===== src/hw/rtl/dpcb_pkg.sv =====
// Display port command bridge: shared codes, reset values and state/result types.
// No dependencies; imported by the interfaces and all modules of the bridge.
package dpcb_pkg;

  // Port write codes
  localparam logic [1:0] CMD_WRITE_COMMAND = 2'd0;
  localparam logic [1:0] CMD_WRITE_DATA    = 2'd1;
  localparam logic [1:0] CMD_BUS_RESET     = 2'd2;

  // Opcodes on the command port
  localparam logic [7:0] OP_SET_SPI      = 8'd0;
  localparam logic [7:0] OP_SET_I2C      = 8'd1;
  localparam logic [7:0] OP_CLEAR_PREFIX = 8'd2;
  localparam logic [7:0] OP_SET_PREFIX   = 8'd3;
  localparam logic [7:0] OP_SET_CLOCK    = 8'd4;
  localparam logic [7:0] OP_SET_MODE     = 8'd5;

  // Result kinds
  localparam logic [1:0] KIND_SPI_WRITE = 2'd0;
  localparam logic [1:0] KIND_I2C_WRITE = 2'd1;
  localparam logic [1:0] KIND_SPI_SETUP = 2'd2;
  localparam logic [1:0] KIND_I2C_SETUP = 2'd3;

  localparam logic [9:0] TIMEOUT_PREFIXED = 10'd1000;
  localparam logic [9:0] TIMEOUT_PLAIN    = 10'd100;

  localparam logic [7:0] CLOCK_RESET = 8'd100;
  localparam logic [1:0] MODE_RESET  = 2'd3;

  typedef struct packed {
    logic       byte_index;
    logic [7:0] pending_opcode;
    logic       spi_selected;
    logic       second_device;
    logic [7:0] target_address;
    logic       prefix_enabled;
    logic [7:0] prefix_value;
    logic [7:0] link_clock;
    logic [1:0] spi_mode_bits;
  } state_t;

  typedef struct packed {
    logic [1:0] kind;
    logic       chip_select;
    logic [7:0] bus_address;
    logic [1:0] byte_count;
    logic [7:0] first_byte;
    logic [7:0] second_byte;
    logic [7:0] clock_khz;
    logic [1:0] mode_bits;
    logic [9:0] timeout_us;
  } result_t;

  localparam state_t STATE_RESET = '{
    byte_index:     1'b0,
    pending_opcode: 8'd0,
    spi_selected:   1'b1,
    second_device:  1'b0,
    target_address: 8'd0,
    prefix_enabled: 1'b0,
    prefix_value:   8'd0,
    link_clock:     CLOCK_RESET,
    spi_mode_bits:  MODE_RESET
  };

  function automatic logic takes_parameter(input logic [7:0] op);
    return op inside {OP_SET_SPI, OP_SET_I2C, OP_SET_PREFIX, OP_SET_CLOCK, OP_SET_MODE};
  endfunction

endpackage


===== src/hw/rtl/dpcb_bus_if.sv =====
// Input channel of the bridge: port write code and byte, valid/ready handshake.
// Depends on dpcb_pkg.
interface dpcb_bus_if import dpcb_pkg::*; ();
  logic       valid;
  logic       ready;
  logic [1:0] command;
  logic [7:0] value;

  modport source (output valid, output command, output value, input ready);
  modport sink   (input valid, input command, input value, output ready);
endinterface


===== src/hw/rtl/dpcb_result_if.sv =====
// Result channel of the bridge: one SPI/I2C write or link setup descriptor.
// Depends on dpcb_pkg.
interface dpcb_result_if import dpcb_pkg::*; ();
  logic       valid;
  logic       ready;
  logic [1:0] kind;
  logic       chip_select;
  logic [7:0] bus_address;
  logic [1:0] byte_count;
  logic [7:0] first_byte;
  logic [7:0] second_byte;
  logic [7:0] clock_khz;
  logic [1:0] mode_bits;
  logic [9:0] timeout_us;

  modport source (output valid, output kind, output chip_select, output bus_address,
                  output byte_count, output first_byte, output second_byte,
                  output clock_khz, output mode_bits, output timeout_us, input ready);
  modport sink   (input valid, input kind, input chip_select, input bus_address,
                  input byte_count, input first_byte, input second_byte,
                  input clock_khz, input mode_bits, input timeout_us, output ready);
endinterface


===== src/hw/rtl/display_port_command_bridge.sv =====
// Display port command bridge: port writes in, SPI/I2C descriptors out.
// Transactions are staged in an input register, results in the output register.
// Throughput: one transaction per cycle unless the sink stalls; the two registers
// let one more transaction be taken while a result waits on the sink.
// Reset (rst, synchronous): link state returns to its defaults, both registers empty.
// Depends on dpcb_pkg, dpcb_bus_if, dpcb_result_if and dpcb_exec.
module display_port_command_bridge import dpcb_pkg::*; #(
  parameter bit SPI_PRESENT = 1'b1,
  parameter bit I2C_PRESENT = 1'b1
) (
  input logic          clk,
  input logic          rst,
  dpcb_bus_if.sink     bus,
  dpcb_result_if.source result
);

  state_t     state;
  state_t     state_next;
  logic       s_valid;
  logic [1:0] s_command;
  logic [7:0] s_value;
  logic       emit;
  result_t    res_next;
  result_t    res;
  logic       out_valid;
  logic       s_adv;

  dpcb_exec #(
    .SPI_PRESENT(SPI_PRESENT),
    .I2C_PRESENT(I2C_PRESENT)
  ) u_exec (
    .state      (state),
    .command    (s_command),
    .value      (s_value),
    .state_next (state_next),
    .emit       (emit),
    .result     (res_next)
  );

  // the staged transaction retires unless it has a result and the output is stalled
  assign s_adv     = !emit || !out_valid || result.ready;
  assign bus.ready = !s_valid || s_adv;

  always_ff @(posedge clk) begin
    if (rst) begin
      s_valid   <= 1'b0;
      out_valid <= 1'b0;
      state     <= STATE_RESET;
    end else begin
      if (bus.ready) s_valid <= bus.valid;
      if (s_valid && s_adv) state <= state_next;
      if (s_valid && s_adv && emit) out_valid <= 1'b1;
      else if (result.ready)        out_valid <= 1'b0;
    end
  end

  always_ff @(posedge clk) begin
    if (bus.valid && bus.ready) begin
      s_command <= bus.command;
      s_value   <= bus.value;
    end
    if (s_valid && s_adv && emit) res <= res_next;
  end

  assign result.valid       = out_valid;
  assign result.kind        = res.kind;
  assign result.chip_select = res.chip_select;
  assign result.bus_address = res.bus_address;
  assign result.byte_count  = res.byte_count;
  assign result.first_byte  = res.first_byte;
  assign result.second_byte = res.second_byte;
  assign result.clock_khz   = res.clock_khz;
  assign result.mode_bits   = res.mode_bits;
  assign result.timeout_us  = res.timeout_us;

  a_clock_nonzero: assert property (@(posedge clk) disable iff (rst)
    state.link_clock != 8'd0)
    else $error("link clock reached zero");

  a_stall_only_when_full: assert property (@(posedge clk) disable iff (rst)
    (s_valid && !s_adv) |-> (result.valid && !result.ready))
    else $error("staged transaction held without output backpressure");

  a_i2c_timeout: assert property (@(posedge clk) disable iff (rst)
    (result.valid && result.kind == KIND_I2C_WRITE) |->
      ((result.byte_count == 2'd1 && result.timeout_us == TIMEOUT_PLAIN) ||
       (result.byte_count == 2'd2 && result.timeout_us == TIMEOUT_PREFIXED)))
    else $error("I2C write timeout does not match byte count");

  a_reset_clears_index: assert property (@(posedge clk) disable iff (rst)
    (s_valid && s_adv && s_command == CMD_BUS_RESET) |=> !state.byte_index)
    else $error("bus reset left a command pending");

endmodule


===== src/hw/rtl/dpcb_exec.sv =====
// Command/data decode for the bridge: next state and optional result for one transaction.
// Purely combinational; depends on dpcb_pkg.
module dpcb_exec import dpcb_pkg::*; #(
  parameter bit SPI_PRESENT = 1'b1,
  parameter bit I2C_PRESENT = 1'b1
) (
  input  state_t     state,
  input  logic [1:0] command,
  input  logic [7:0] value,
  output state_t     state_next,
  output logic       emit,
  output result_t    result
);

  logic       do_exec;
  logic [7:0] op;
  logic [7:0] param;

  always_comb begin
    state_next = state;
    emit       = 1'b0;
    result     = '0;
    result.clock_khz = state.link_clock;
    do_exec    = 1'b0;
    op         = state.pending_opcode;
    param      = value;

    case (command)
      CMD_WRITE_DATA: begin
        // a data byte abandons any half-assembled command
        state_next.byte_index = 1'b0;
        if (SPI_PRESENT && state.spi_selected) begin
          emit               = 1'b1;
          result.kind        = KIND_SPI_WRITE;
          result.chip_select = state.second_device;
          result.byte_count  = 2'd1;
          result.first_byte  = value;
          result.mode_bits   = state.spi_mode_bits;
        end else if (I2C_PRESENT) begin
          emit               = 1'b1;
          result.kind        = KIND_I2C_WRITE;
          result.bus_address = state.target_address;
          if (state.prefix_enabled) begin
            result.byte_count  = 2'd2;
            result.first_byte  = state.prefix_value;
            result.second_byte = value;
            result.timeout_us  = TIMEOUT_PREFIXED;
          end else begin
            result.byte_count  = 2'd1;
            result.first_byte  = value;
            result.timeout_us  = TIMEOUT_PLAIN;
          end
        end
      end
      CMD_BUS_RESET: begin
        state_next.byte_index = 1'b0;
      end
      CMD_WRITE_COMMAND: begin
        if (!state.byte_index) begin
          state_next.pending_opcode = value;
          if (takes_parameter(value)) begin
            state_next.byte_index = 1'b1;
          end else begin
            do_exec = 1'b1;
            op      = value;
            param   = 8'd0;
          end
        end else begin
          state_next.byte_index = 1'b0;
          do_exec = 1'b1;
        end
      end
      default: begin
      end
    endcase

    if (do_exec) begin
      case (op)
        OP_SET_SPI: begin
          state_next.spi_selected  = 1'b1;
          state_next.second_device = (param != 8'd0);
          if (SPI_PRESENT) begin
            emit               = 1'b1;
            result.kind        = KIND_SPI_SETUP;
            result.chip_select = (param != 8'd0);
            result.mode_bits   = state.spi_mode_bits;
          end
        end
        OP_SET_I2C: begin
          state_next.spi_selected   = 1'b0;
          state_next.target_address = param;
          if (I2C_PRESENT) begin
            emit               = 1'b1;
            result.kind        = KIND_I2C_SETUP;
            result.bus_address = param;
          end
        end
        OP_CLEAR_PREFIX: state_next.prefix_enabled = 1'b0;
        OP_SET_PREFIX: begin
          state_next.prefix_enabled = 1'b1;
          state_next.prefix_value   = param;
        end
        OP_SET_CLOCK:  state_next.link_clock = (param == 8'd0) ? 8'd1 : param;
        OP_SET_MODE:   state_next.spi_mode_bits = param[1:0];
        default: begin
        end
      endcase
    end
  end

endmodule

===== src/flat_wrapper.sv =====
// flat-port wrapper written by rule: the top's interface ports become plain ports
module display_port_command_bridge_flat import dpcb_pkg::*;
#(
  parameter bit SPI_PRESENT = 1'b1,
  parameter bit I2C_PRESENT = 1'b1
)
  (clk, rst, bus_valid, bus_command, bus_value, bus_ready, result_valid, result_kind, result_chip_select, result_bus_address, result_byte_count, result_first_byte, result_second_byte, result_clock_khz, result_mode_bits, result_timeout_us, result_ready);
  dpcb_bus_if bus_i ();
  dpcb_result_if result_i ();
  input logic clk;
  input logic rst;
  input wire logic [$bits(bus_i.valid)-1:0] bus_valid;
  input wire logic [$bits(bus_i.command)-1:0] bus_command;
  input wire logic [$bits(bus_i.value)-1:0] bus_value;
  output wire logic [$bits(bus_i.ready)-1:0] bus_ready;
  output wire logic [$bits(result_i.valid)-1:0] result_valid;
  output wire logic [$bits(result_i.kind)-1:0] result_kind;
  output wire logic [$bits(result_i.chip_select)-1:0] result_chip_select;
  output wire logic [$bits(result_i.bus_address)-1:0] result_bus_address;
  output wire logic [$bits(result_i.byte_count)-1:0] result_byte_count;
  output wire logic [$bits(result_i.first_byte)-1:0] result_first_byte;
  output wire logic [$bits(result_i.second_byte)-1:0] result_second_byte;
  output wire logic [$bits(result_i.clock_khz)-1:0] result_clock_khz;
  output wire logic [$bits(result_i.mode_bits)-1:0] result_mode_bits;
  output wire logic [$bits(result_i.timeout_us)-1:0] result_timeout_us;
  input wire logic [$bits(result_i.ready)-1:0] result_ready;
  assign bus_i.valid = bus_valid;
  assign bus_i.command = bus_command;
  assign bus_i.value = bus_value;
  assign bus_ready = bus_i.ready;
  assign result_valid = result_i.valid;
  assign result_kind = result_i.kind;
  assign result_chip_select = result_i.chip_select;
  assign result_bus_address = result_i.bus_address;
  assign result_byte_count = result_i.byte_count;
  assign result_first_byte = result_i.first_byte;
  assign result_second_byte = result_i.second_byte;
  assign result_clock_khz = result_i.clock_khz;
  assign result_mode_bits = result_i.mode_bits;
  assign result_timeout_us = result_i.timeout_us;
  assign result_i.ready = result_ready;
  display_port_command_bridge #(.SPI_PRESENT(SPI_PRESENT), .I2C_PRESENT(I2C_PRESENT)) u_core (.clk(clk), .rst(rst), .bus(bus_i), .result(result_i));
endmodule

===== config.mk =====
export PLATFORM = sky130hd
export DESIGN_NAME = display_port_command_bridge_flat
export DESIGN_NICKNAME = d
export VERILOG_FILES = /design/src/hw/rtl/dpcb_pkg.sv /design/src/hw/rtl/dpcb_bus_if.sv /design/src/hw/rtl/dpcb_result_if.sv /design/src/hw/rtl/display_port_command_bridge.sv /design/src/hw/rtl/dpcb_exec.sv /design/src/flat_wrapper.sv
export SDC_FILE = /design/constraint.sdc
export NUM_CORES = 1
export LEC_CHECK = 0
export ABC_AREA = 1
export BUFFER_PORTS_ARGS = -buffer_cell sky130_fd_sc_hd__buf_2
export CORE_MARGIN = 1
export CORE_UTILIZATION = 30
export CTS_BUF_LIST = sky130_fd_sc_hd__clkbuf_4 sky130_fd_sc_hd__clkbuf_8
export DETAILED_ROUTE_END_ITERATION = 6
export PLACE_DENSITY_LB_ADDON = 0.08
export SETUP_SLACK_MARGIN = 0.2
export SLEW_MARGIN = 40
export SYNTH_ARGS = -nofsm -noshare
export SYNTH_HDL_FRONTEND = slang
export SYNTH_HIERARCHICAL = 1
export SYNTH_SLANG_ARGS = --single-unit

===== constraint.sdc =====
create_clock -name clk -period 2.95 [get_ports clk]
set_input_delay 0.295 -clock clk [delete_from_list [all_inputs] [get_ports clk]]
set_output_delay 0.295 -clock clk [all_outputs]
set_load 0.01 [all_outputs]

# ---- Yosys cells after proc, flatten, opt, wreduce, memory -nomap -nowiden
# Index checks and enable logic that the tools add are counted.
dict set report totals {
  in_bits 14
  regBits 99
  out_inout_bits 51
  word_cells 107
}
dict set report classes {
  muxes 38
  reduce_logical 32
  n_eq_ne 11
  n_bitwise 3
}
# op count
set op_table {}
lappend op_table {{$mux W8} 11}
lappend op_table {{$mux W10} 4}
lappend op_table {{$eq A8 B3 Y1 const B} 4}
lappend op_table {{$mux W28} 1}
lappend op_table {{$eq A8 B2 Y1 const B} 3}
lappend op_table {{$logic_not A8 Y1} 3}
lappend op_table {{$reduce_and A3 Y1} 8}
lappend op_table {{$eq A8 B1 Y1 const B} 2}
lappend op_table {{$mux W1} 13}
lappend op_table {{$mux W12} 1}
lappend op_table {{$mux W11} 1}
lappend op_table {{$reduce_bool A2 Y1} 4}
lappend op_table {{$reduce_bool A8 Y1} 1}
lappend op_table {{$mux W2} 3}
lappend op_table {{$pmux W1 S2} 3}
lappend op_table {{$reduce_or A2 Y1} 3}
lappend op_table {{$reduce_bool A5 Y1} 1}
lappend op_table {{$pmux W2 S2} 1}
lappend op_table {{$logic_and A1 B1 Y1} 3}
lappend op_table {{$logic_not A1 Y1} 3}
lappend op_table {{$logic_or A1 B1 Y1} 3}
lappend op_table {{$not A1 Y1} 3}
lappend op_table {{$reduce_or A3 Y1} 1}
lappend op_table {{$eq A2 B1 Y1 const B} 1}
lappend op_table {{3 further kinds} 3}

# ---- Depth between registers and ports, before layout
# Gate-level depths: netlist (run 1).
dict set report logic_depth {
  ltp_word 15
  ltp_mapped 17
  mapped_depth_nobuf 16
}

# ---- By module
# The synthesis (run 1) kept the hierarchy.
# mod seq_area_each_um2 instances cells_each area_each_um2
set by_module_without_submodules {}
lappend by_module_without_submodules {display_port_command_bridge 2572.5 1 311 3671.0}
lappend by_module_without_submodules {dpcb_exec 0.0 1 274 1485.2}

# ---- Worst setup path after synthesis (run 1)
# No wires, ideal clock.
dict set report synth_path {
  path_type {flip-flop to flip-flop}
  startpoint {register u_core.s_value[4]}
  endpoint {register u_core.res (netlist bit u_core/result.bus_address[0]) (enable)}
  t_arrival_ns 2.742
  setup_slack_ns -0.195
  t_required_ns 2.547
  path_stages_with_launch 15
  period_less_slack_ns 3.145
  setup_time_ns 0.403
  path_buffers 1
  path_cell_list {edfxtp_1 inv_2 nand2_2 nor2_4 nand3_4 nand2_1 nand2_1 o21ai_1 nor2_4 nand2_1 nand2_1 nand3_4 buf_6 nand3_1 inv_1}
}
dict set report synth_between {
  elab_chain_cells 14
  word_cells_on_any_way 22
  cone_classes {5 x eq/ne; 8 x mux; 9 x reduce/logical}
}
# element line_no
set synth_rtl {}
lappend synth_rtl {{start: declaration} display_port_command_bridge.sv:21} ;# logic [7:0] s_value;
lappend synth_rtl {{start signal: assignment} display_port_command_bridge.sv:60} ;# s_value <= bus.value;
lappend synth_rtl {{$eq A8 B1 Y1, or another cell as far along} dpcb_pkg.sv:67} ;# return op inside {OP_SET_SPI, OP_SET_I2C, OP_SET_PREFIX, OP_SET_CLOCK, OP_SET_MODE};
lappend synth_rtl {{$reduce_bool A5 Y1} dpcb_pkg.sv:67}
lappend synth_rtl {{$mux W8} dpcb_exec.sv:61} ;# if (takes_parameter(value)) begin
lappend synth_rtl {{$mux W8} dpcb_exec.sv:59} ;# if (!state.byte_index) begin
lappend synth_rtl {{$mux W8} dpcb_exec.sv:28} ;# case (command)
lappend synth_rtl {{$eq A8 B1 Y1 / $logic_not A8 Y1 (equally long branches)} dpcb_exec.sv:78} ;# case (op)
lappend synth_rtl {{$reduce_or A2 Y1 (no source line)} n/a}
lappend synth_rtl {{$mux W1} n/a}
lappend synth_rtl {{$mux W1 (*)} dpcb_exec.sv:77} ;# if (do_exec) begin
lappend synth_rtl {{named net u_core.emit} display_port_command_bridge.sv:22} ;# logic emit;
lappend synth_rtl {{$logic_not A1 Y1} display_port_command_bridge.sv:41} ;# assign s_adv = !emit || !out_valid || result.ready;
lappend synth_rtl {{$logic_or A1 B1 Y1 (2 in series)} display_port_command_bridge.sv:41}
lappend synth_rtl {{$logic_and A1 B1 Y1} display_port_command_bridge.sv:62} ;# if (s_valid && s_adv && emit) res <= res_next;
lappend synth_rtl {{$logic_and A1 B1 Y1 (*)} display_port_command_bridge.sv:62}
lappend synth_rtl {{end signal: assignment} display_port_command_bridge.sv:62}
lappend synth_rtl {{end: declaration} display_port_command_bridge.sv:24} ;# result_t res;
# The timed path passes the listed nets; every way through them passes the cells marked *.
# A chain may end at the register's enable or synchronous reset.

# ---- Worst setup path after layout (run 1)
dict set report layout_path {
  startpoint {register u_core.s_value[2]}
  endpoint {output bus_ready}
}
dict set report layout_between {
  elab_chain_cells 13
  word_cells_on_any_way 21
  cone_classes {5 x eq/ne; 8 x mux; 8 x reduce/logical}
}
# element line_no
set layout_rtl {}
lappend layout_rtl {{$eq A8 B1 Y1, or another cell as far along} dpcb_pkg.sv:67}
lappend layout_rtl {{$reduce_bool A5 Y1} dpcb_pkg.sv:67}
lappend layout_rtl {{$mux W8} dpcb_exec.sv:61}
lappend layout_rtl {{$mux W8} dpcb_exec.sv:59}
lappend layout_rtl {{$mux W8} dpcb_exec.sv:28}
lappend layout_rtl {{$eq A8 B1 Y1 / $logic_not A8 Y1 (equally long branches)} dpcb_exec.sv:78}
lappend layout_rtl {{$reduce_or A2 Y1 (no source line)} n/a}
lappend layout_rtl {{$mux W1} n/a}
lappend layout_rtl {{$mux W1 (*)} dpcb_exec.sv:77}
lappend layout_rtl {{named net u_core.emit} display_port_command_bridge.sv:22}
lappend layout_rtl {{$logic_not A1 Y1 (*)} display_port_command_bridge.sv:41}
lappend layout_rtl {{$logic_or A1 B1 Y1 (*) (2 in series)} display_port_command_bridge.sv:41}
lappend layout_rtl {{$logic_or A1 B1 Y1 (*)} display_port_command_bridge.sv:42} ;# assign bus.ready = !s_valid || s_adv;
lappend layout_rtl {{end: declaration} flat_wrapper.sv:15} ;# output wire logic [$bits(bus_i.ready)-1:0] bus_ready;
# Marks and branches as above.

==> results_dict.tcl, run 1 <==
set metrics [dict create \
    hold_class "primary input to register" \
    fin_nets 659 \
    rows 47 \
    maxSlewViolCount 0 \
    fin_setup_tns_ns 0 \
    finalHoldViolations 0 \
    finalWirelength_mm 12.94 \
    total_leakage_power_uw 0.002550 \
    hold_buffers 0 \
    rrSetupSlack_ns 0.46 \
    boundaryPins 65 \
    grt_usage 0.1529 \
    reg2reg_from "u_core/s_value[2]$_DFFE_PP_" \
    status "complete, no violations" \
    netlist_instances 585 \
    yosys-top-cells-count "nand2_1 (121), inv_1 (70), edfxtp_1 (59), nor2_1 (55), dfxtp_1 (40)" \
    wl_per_cell_microns 14.87 \
    synth_area_leaders "edfxtp_1 (34%), dfxtp_1 (16%), nand2_1 (8.8%), inv_1 (5.1%), nand3_2 (4.5%)" \
    worst_slew_pin_slew_ns 0.7085 \
    dp_cells 838 \
    fmax_mhz 394.0 \
    syn2layout_area_growth_pct 15.09 \
    die_area_sq_mm 0.01772 \
    crit_buf_inv 2 \
    htreeDepth 3 \
    crit_type "register to output pin" \
    cp_max_fo 11 \
    ys_seq_elements 99 \
    synth.avg_cell_area_sq_um 8.814 \
    insertion_delay_ns 0.38 \
    critPathRequiredTime_ns 2.65 \
    dpl_cell_area_sq_mm 0.005569 \
    startpoint "u_core/s_value[2]$_DFFE_PP_" \
    cp_common_cell "nand2_1" \
    final_cells 870 \
    slew_headroom 0.5277 \
    clockBufferDepth 2 \
    yosysSeqAreaShare 0.4989 \
    vias 3943 \
    reg2regPathDepth 15 \
    rsz0062_at_grt "false" \
    numCtsBuffers 9 \
    gp_congestion 0.8166 \
    ys_warn_count 6 \
    design_area_sq_mm 0.005934 \
    worst-path-stages 13 \
    drive_gt1_frac 0.2908 \
    startpoint_type "register" \
    drt-pass1-iter-count 4 \
    peakVddDrop_uv 180.7 \
    ys.flop_type "edfxtp_1" \
    start_util 0.3087 \
    finalCriticalPeriod_ns 2.538 \
    async_flop_share 0 \
    cts_tree "done" \
    die_y_microns 133.1 \
    yosysMostFrequentCell "nand2_1" \
    crit_slowest_cell "edfxtp_1" \
    critPathCapture "bus_ready" \
    dr.first_iter.drc_count 196 \
    grt_pass1_vias 3639 \
    crit_path_end_kind "output pin" \
    ctsRootBufferMaster "clkbuf_8" \
    routed_via_density 4.532 \
    yosysTopAreaCellShare 0.3436 \
    worstHoldStart "bus_value[0]" \
    grt_pass1_wl_mm 20.31 \
    grt.overflow.total 0 \
    coreArea_sq_mm 0.01670 \
    r2r_end "u_core/s_value[7]$_DFFE_PP_" \
    timing.final.crit_share 0.8604 \
    diodes 0 \
    syn-cell-area_sq_mm 0.005156 \
    fp.dieW_microns 133.1 \
    port_buffers 64 \
    fin_skew_ns 0.01111 \
    synth.distinct_cells 31 \
    setup_viol 0 \
    slowest_delay_ns 0.44 \
    power.density_mw_per_mm2 482.4 \
    cap_viol_max_count 0 \
    synth_area_leader_cell "edfxtp_1" \
    ant_nets 0 \
    crit_family "simple AND/OR/NAND/NOR gates" \
    synth_edf_count 59 \
    cp_cell_sequence "inv_2 > nand2_1 > nand2_1 > nand3_4 > nand2_8 > nand2_1 > nand2_1 > nand2_2 > nor2_4 > nand2_2 > nand2_4 > nand4_1 > buf_2" \
    clkTransAtPathRegs_ns 0.09 \
    dp_hpwl_mm 9.187 \
    clock_sinks 99 \
    antenna_found_initial 0 \
    critPathArrivalTime_ns 2.24 \
    drcViolationCount 0 \
    grt_max_degree 50 \
]
[placed cells by master, fill, tap and decap left out, types with 4 or more instances in the layout]
cell / count
nand3_2: 23
nor2_4: 4
nand4_1: 10
nand2_2: 10
clkbuf_8: 12
nor2_1: 55
edfxtp_1: 59
inv_2: 6
inv_1: 69
buf_4: 23
nand2_4: 8
o21ai_1: 10
o21ai_2: 16
buf_2: 64
o21ai_0: 26
a21oi_1: 34
dfxtp_1: 39
nand3_4: 5
nand3_1: 33
nand2_1: 119
[area by class of cell]
| type | count | area (sq um) |
|---|---|---|
| repair buffers | 89 | 533.0 |
| clock inverters | 2 | 35.03 |
| clock buffers | 14 | 180.2 |
| flip-flops and latches | 99 | 2574 |
| multi-input cells | 368 | 2037 |
| inverters | 78 | 300.3 |
| fillers | 1737 | 10770 |
| well taps | 220 | 275.3 |
[timing repair]
item / CTS / global route
pin swaps: 2 / 3
resized for setup: 2 / 2
setup endpoints to repair: 1 / 1
setup buffers: 7 / 9
[report_power, final]
group / leakage [uW] / switching (uW) / internal, uW
registers: 0.000905 / 49.7 / 1510
logic: 0.00153 / 230 / 131
clock network: 0.000114 / 459 / 480
total: 0.00255 / 739 / 2120
[stage by stage]
step / worst slack (ns) / total power, uW / hold WS, ns / utilization
after CTS: 0.2027 / 2896 / 0.05819 / 0.3503
after global routing: 0.2266 / 3002 / 0.06013 / 0.3553
after global placement: 0.3485 / 1934 / 0.4483 / 0.3335
final: 0.4118 / 2862 / 0.08035 / 0.3553
after floorplan: 0.05832 / 1858 / 0.3641 / -
after detailed placement: 0.3023 / 1938 / 0.4594 / 0.3335
[routing by layer]
metal | share of wire | GRT usage | routed length, microns
met3 | 0.036 | 0.02588 | 464
met5 | 0 | 0 | 0
met4 | 0.016 | 0.05934 | 204
met2 | 0.46 | 0.2461 | 5982
met1 | 0.49 | 0.2051 | 6285
[sequential cells by signal (all words and copies together) (netlist names)]
signal	count
u_core/result.kind	2
u_core/result.chip_select	1
u_core/result.valid	1
u_core/result.clock_khz	8
u_core/state	38
u_core/result.mode_bits	2
u_core/s_command	2
u_core/result.first_byte	8
u_core/result.timeout_us	10
u_core/result.byte_count	2
u_core/result.bus_address	8
u_core/s_value	8
u_core/result.second_byte	8
u_core/s_valid	1
[cell families after synthesis]
group                  after synthesis  synth area share
buffers and inverters              120            0.1177
other                                1         0.0007273
AND/OR/NAND/NOR                    273            0.2781
flip-flops                          99            0.4989
AO/OA/AOI/OAI                       92            0.1046
[worst min-delay path by stage]
stage                                      endpoint  slack, ns  cells past startpoint
3_3_place_gp   u_core/result.clock_khz[4]$_DFFE_PP_       0.45                      0
3_5_place_dp   u_core/result.clock_khz[4]$_DFFE_PP_       0.46                      0
2_1_floorplan           u_core/s_valid$_SDFFE_PP0P_       0.36                      1
5_1_grt               u_core/s_command[0]$_DFFE_PP_       0.06                      1
6_report                u_core/s_value[0]$_DFFE_PP_       0.08                      1
4_1_cts                 u_core/s_value[0]$_DFFE_PP_       0.06                      1
[worst register-to-register path, delay by kind of cell, from the launching register on]
kind / cells / cell delay (ns)
flip-flops: 1 / 0.44
buffers and inverters: 4 / 0.75
AND/OR/NAND/NOR: 11 / 0.96
No activity file was read; power rests on OpenSTA's default activity.
==> inputs of run 2 (changes only) <==
CELL_PAD_IN_SITES_DETAIL_PLACEMENT = 1   (was default)
CELL_PAD_IN_SITES_GLOBAL_PLACEMENT = 2   (was default)
CORE_UTILIZATION = 37   (was 30)
clock period = 2.9 ns   (was 2.95 ns; I/O delays follow)
==> results_dict.tcl, run 2 (synthesized netlist as in run 1, its figures left out) <==
set metrics [dict create \
    routed_via_density 4.909 \
    hold_class "primary input to register" \
    clock_sinks 99 \
    boundaryPins 65 \
    grt_pass1_vias 4129 \
    fin_ws_ns 0.3296 \
    maxSlewViolCount 0 \
    crit_path_end_kind "output pin" \
    clockBufferDepth 2 \
    grt.overflow.total 0 \
    grtUsageMet1 0.2691 \
    startpoint_type "register" \
    final_common_cell "nand2_1" \
    insertion_delay_ns 0.39 \
    grt_usage 0.2023 \
    cts_tree "done" \
    power.density_mw_per_mm2 476.6 \
    finalHoldViolations 0 \
    die_area_sq_mm 0.01441 \
    diodes 0 \
    use_met2 0.3330 \
    rrSetupSlack_ns 0.34 \
    drive_gt1_frac 0.3045 \
    numCtsBuffers 9 \
    drcViolationCount 0 \
    busiest_layer "met2" \
    drt-pass1-iter-count 4 \
    finalCriticalPeriod_ns 2.570 \
    antenna_found_initial 0 \
    critPathArrivalTime_ns 2.28 \
    rows 42 \
    dr.first_iter.drc_count 249 \
    slew_headroom 0.5096 \
    use_met3 0.02567 \
    cp_max_fo 13 \
    status "complete, no violations" \
    finalWirelength_mm 13.99 \
    vias 4104 \
    setup_viol 0 \
    ctsRootBufferMaster "clkbuf_8" \
    hold_buffers 0 \
    largest_reg_flops 38 \
    htreeDepth 3 \
    fmax_mhz 389.0 \
    rsz0062_at_grt "true" \
    coreArea_sq_mm 0.01340 \
    grt_pass1_wl_mm 22.01 \
    critPathRequiredTime_ns 2.61 \
    crit_type "register to output pin" \
    ant_nets 0 \
    start_util 0.3848 \
    fin_skew_ns 0.005270 \
    peakVddDrop_uv 178.7 \
    clkTransAtPathRegs_ns 0.10 \
    cap_viol_max_count 0 \
    regMostFlops "u_core/state" \
    fin_setup_tns_ns 0 \
    die_y_microns 120.1 \
    dp_hpwl_mm 9.734 \
    worst_slew_pin_slew_ns 0.7356 \
    syn2layout_area_growth_pct 15.58 \
    fp.dieW_microns 120.1 \
    total_leakage_power_uw 0.002589 \
    timing.final.crit_share 0.8863 \
    port_buffers 64 \
    gp_congestion 0.8093 \
    wl_per_cell_microns 16.73 \
    grt_max_degree 48 \
    pre_cts_ws_ns 0.1911 \
    fillers 1629 \
    final_cell_mix "nand2_1 (119), inv_1 (69), buf_2 (64)" \
    fin_nets 669 \
]
-- run 2: changes by cell type in the layout (fill, tap and decap cells not counted), sizes merged --
cell and change:
buf +8, nand2 +1, inv +4, clkinv +2, clkbuf -4, bufinv -1
-- run 2: path summary, 6_finish.rpt --
check / startpoint / end / cells past startpoint
worst max-delay path: u_core/s_command[1]$_DFFE_PP_ / bus_ready / 10
worst min-delay path: rst / u_core/s_valid$_SDFFE_PP0P_ / 2
worst max register to register: u_core/s_command[1]$_DFFE_PP_ / u_core/result.bus_address[1]$_DFFE_PP_ / 12
worst min register to register: u_core/state[8]$_SDFFE_PP1P_ / u_core/result.clock_khz[6]$_DFFE_PP_ / 0
-- run 2: power breakdown --
group / internal (uW) / leakage, uW / switching [uW]
logic: 143 / 0.00159 / 245
registers: 1540 / 0.000905 / 52.8
clock network: 326 / 0.0000950 / 534
total: 2010 / 0.00259 / 831
-- run 2: per-stage QoR --
step                      cells  power [uW]    util  hold WS, ns  area (sq um)
after floorplan             587        1890       -       0.3591          5191
after global placement      798        1972  0.4147       0.4447          5557
after detailed placement    798        1987  0.4147       0.4450          5557
after CTS                   816        2852  0.4303      0.04119          5767
after global routing        836        2982  0.4447      0.05040          5959
final                       836        2840  0.4447      0.06008          5959
-- run 2: cell type report --
class / count / area (sq um) / share of cell area
Clock buffer: 9 / 123.9 / 0.02079
Timing Repair Buffer: 98 / 630.6 / 0.1058
Inverter: 78 / 300.3 / 0.05039
Multi-Input combinational cell: 369 / 2052 / 0.3443
Sequential cell: 99 / 2575 / 0.4321
Tap cell: 176 / 220.2 / 0.03695
Clock inverter: 7 / 57.56 / 0.009658
-- run 2: worst max-delay path, cell delays in order, from the launching register on --
cell and delay [ns]:
edfxtp_1 0.45, nor2_4 0.23, nand2_8 0.13, inv_4 0.12, nand2_8 0.07, buf_4 0.14
o21ai_2 0.19, nand2_2 0.11, nand2_4 0.11, nand4_1 0.13, buf_2 0.20
-- run 2: routing by layer --
layer  wire length [microns]  part of all wire
met5                       0                 0
met4                     241             0.017
met3                     324             0.023
met2                    6737              0.48
met1                    6684              0.48
-- run 2: what timing repair did --
item / in CTS / in global routing
buffers inserted: 2 / 18
resized for setup: 2 / 4
pin swaps: 2 / 4
setup endpoints to repair: 44 / 64
endpoints found under the hold margin: 0 / 0
gates cloned: 0 / 2
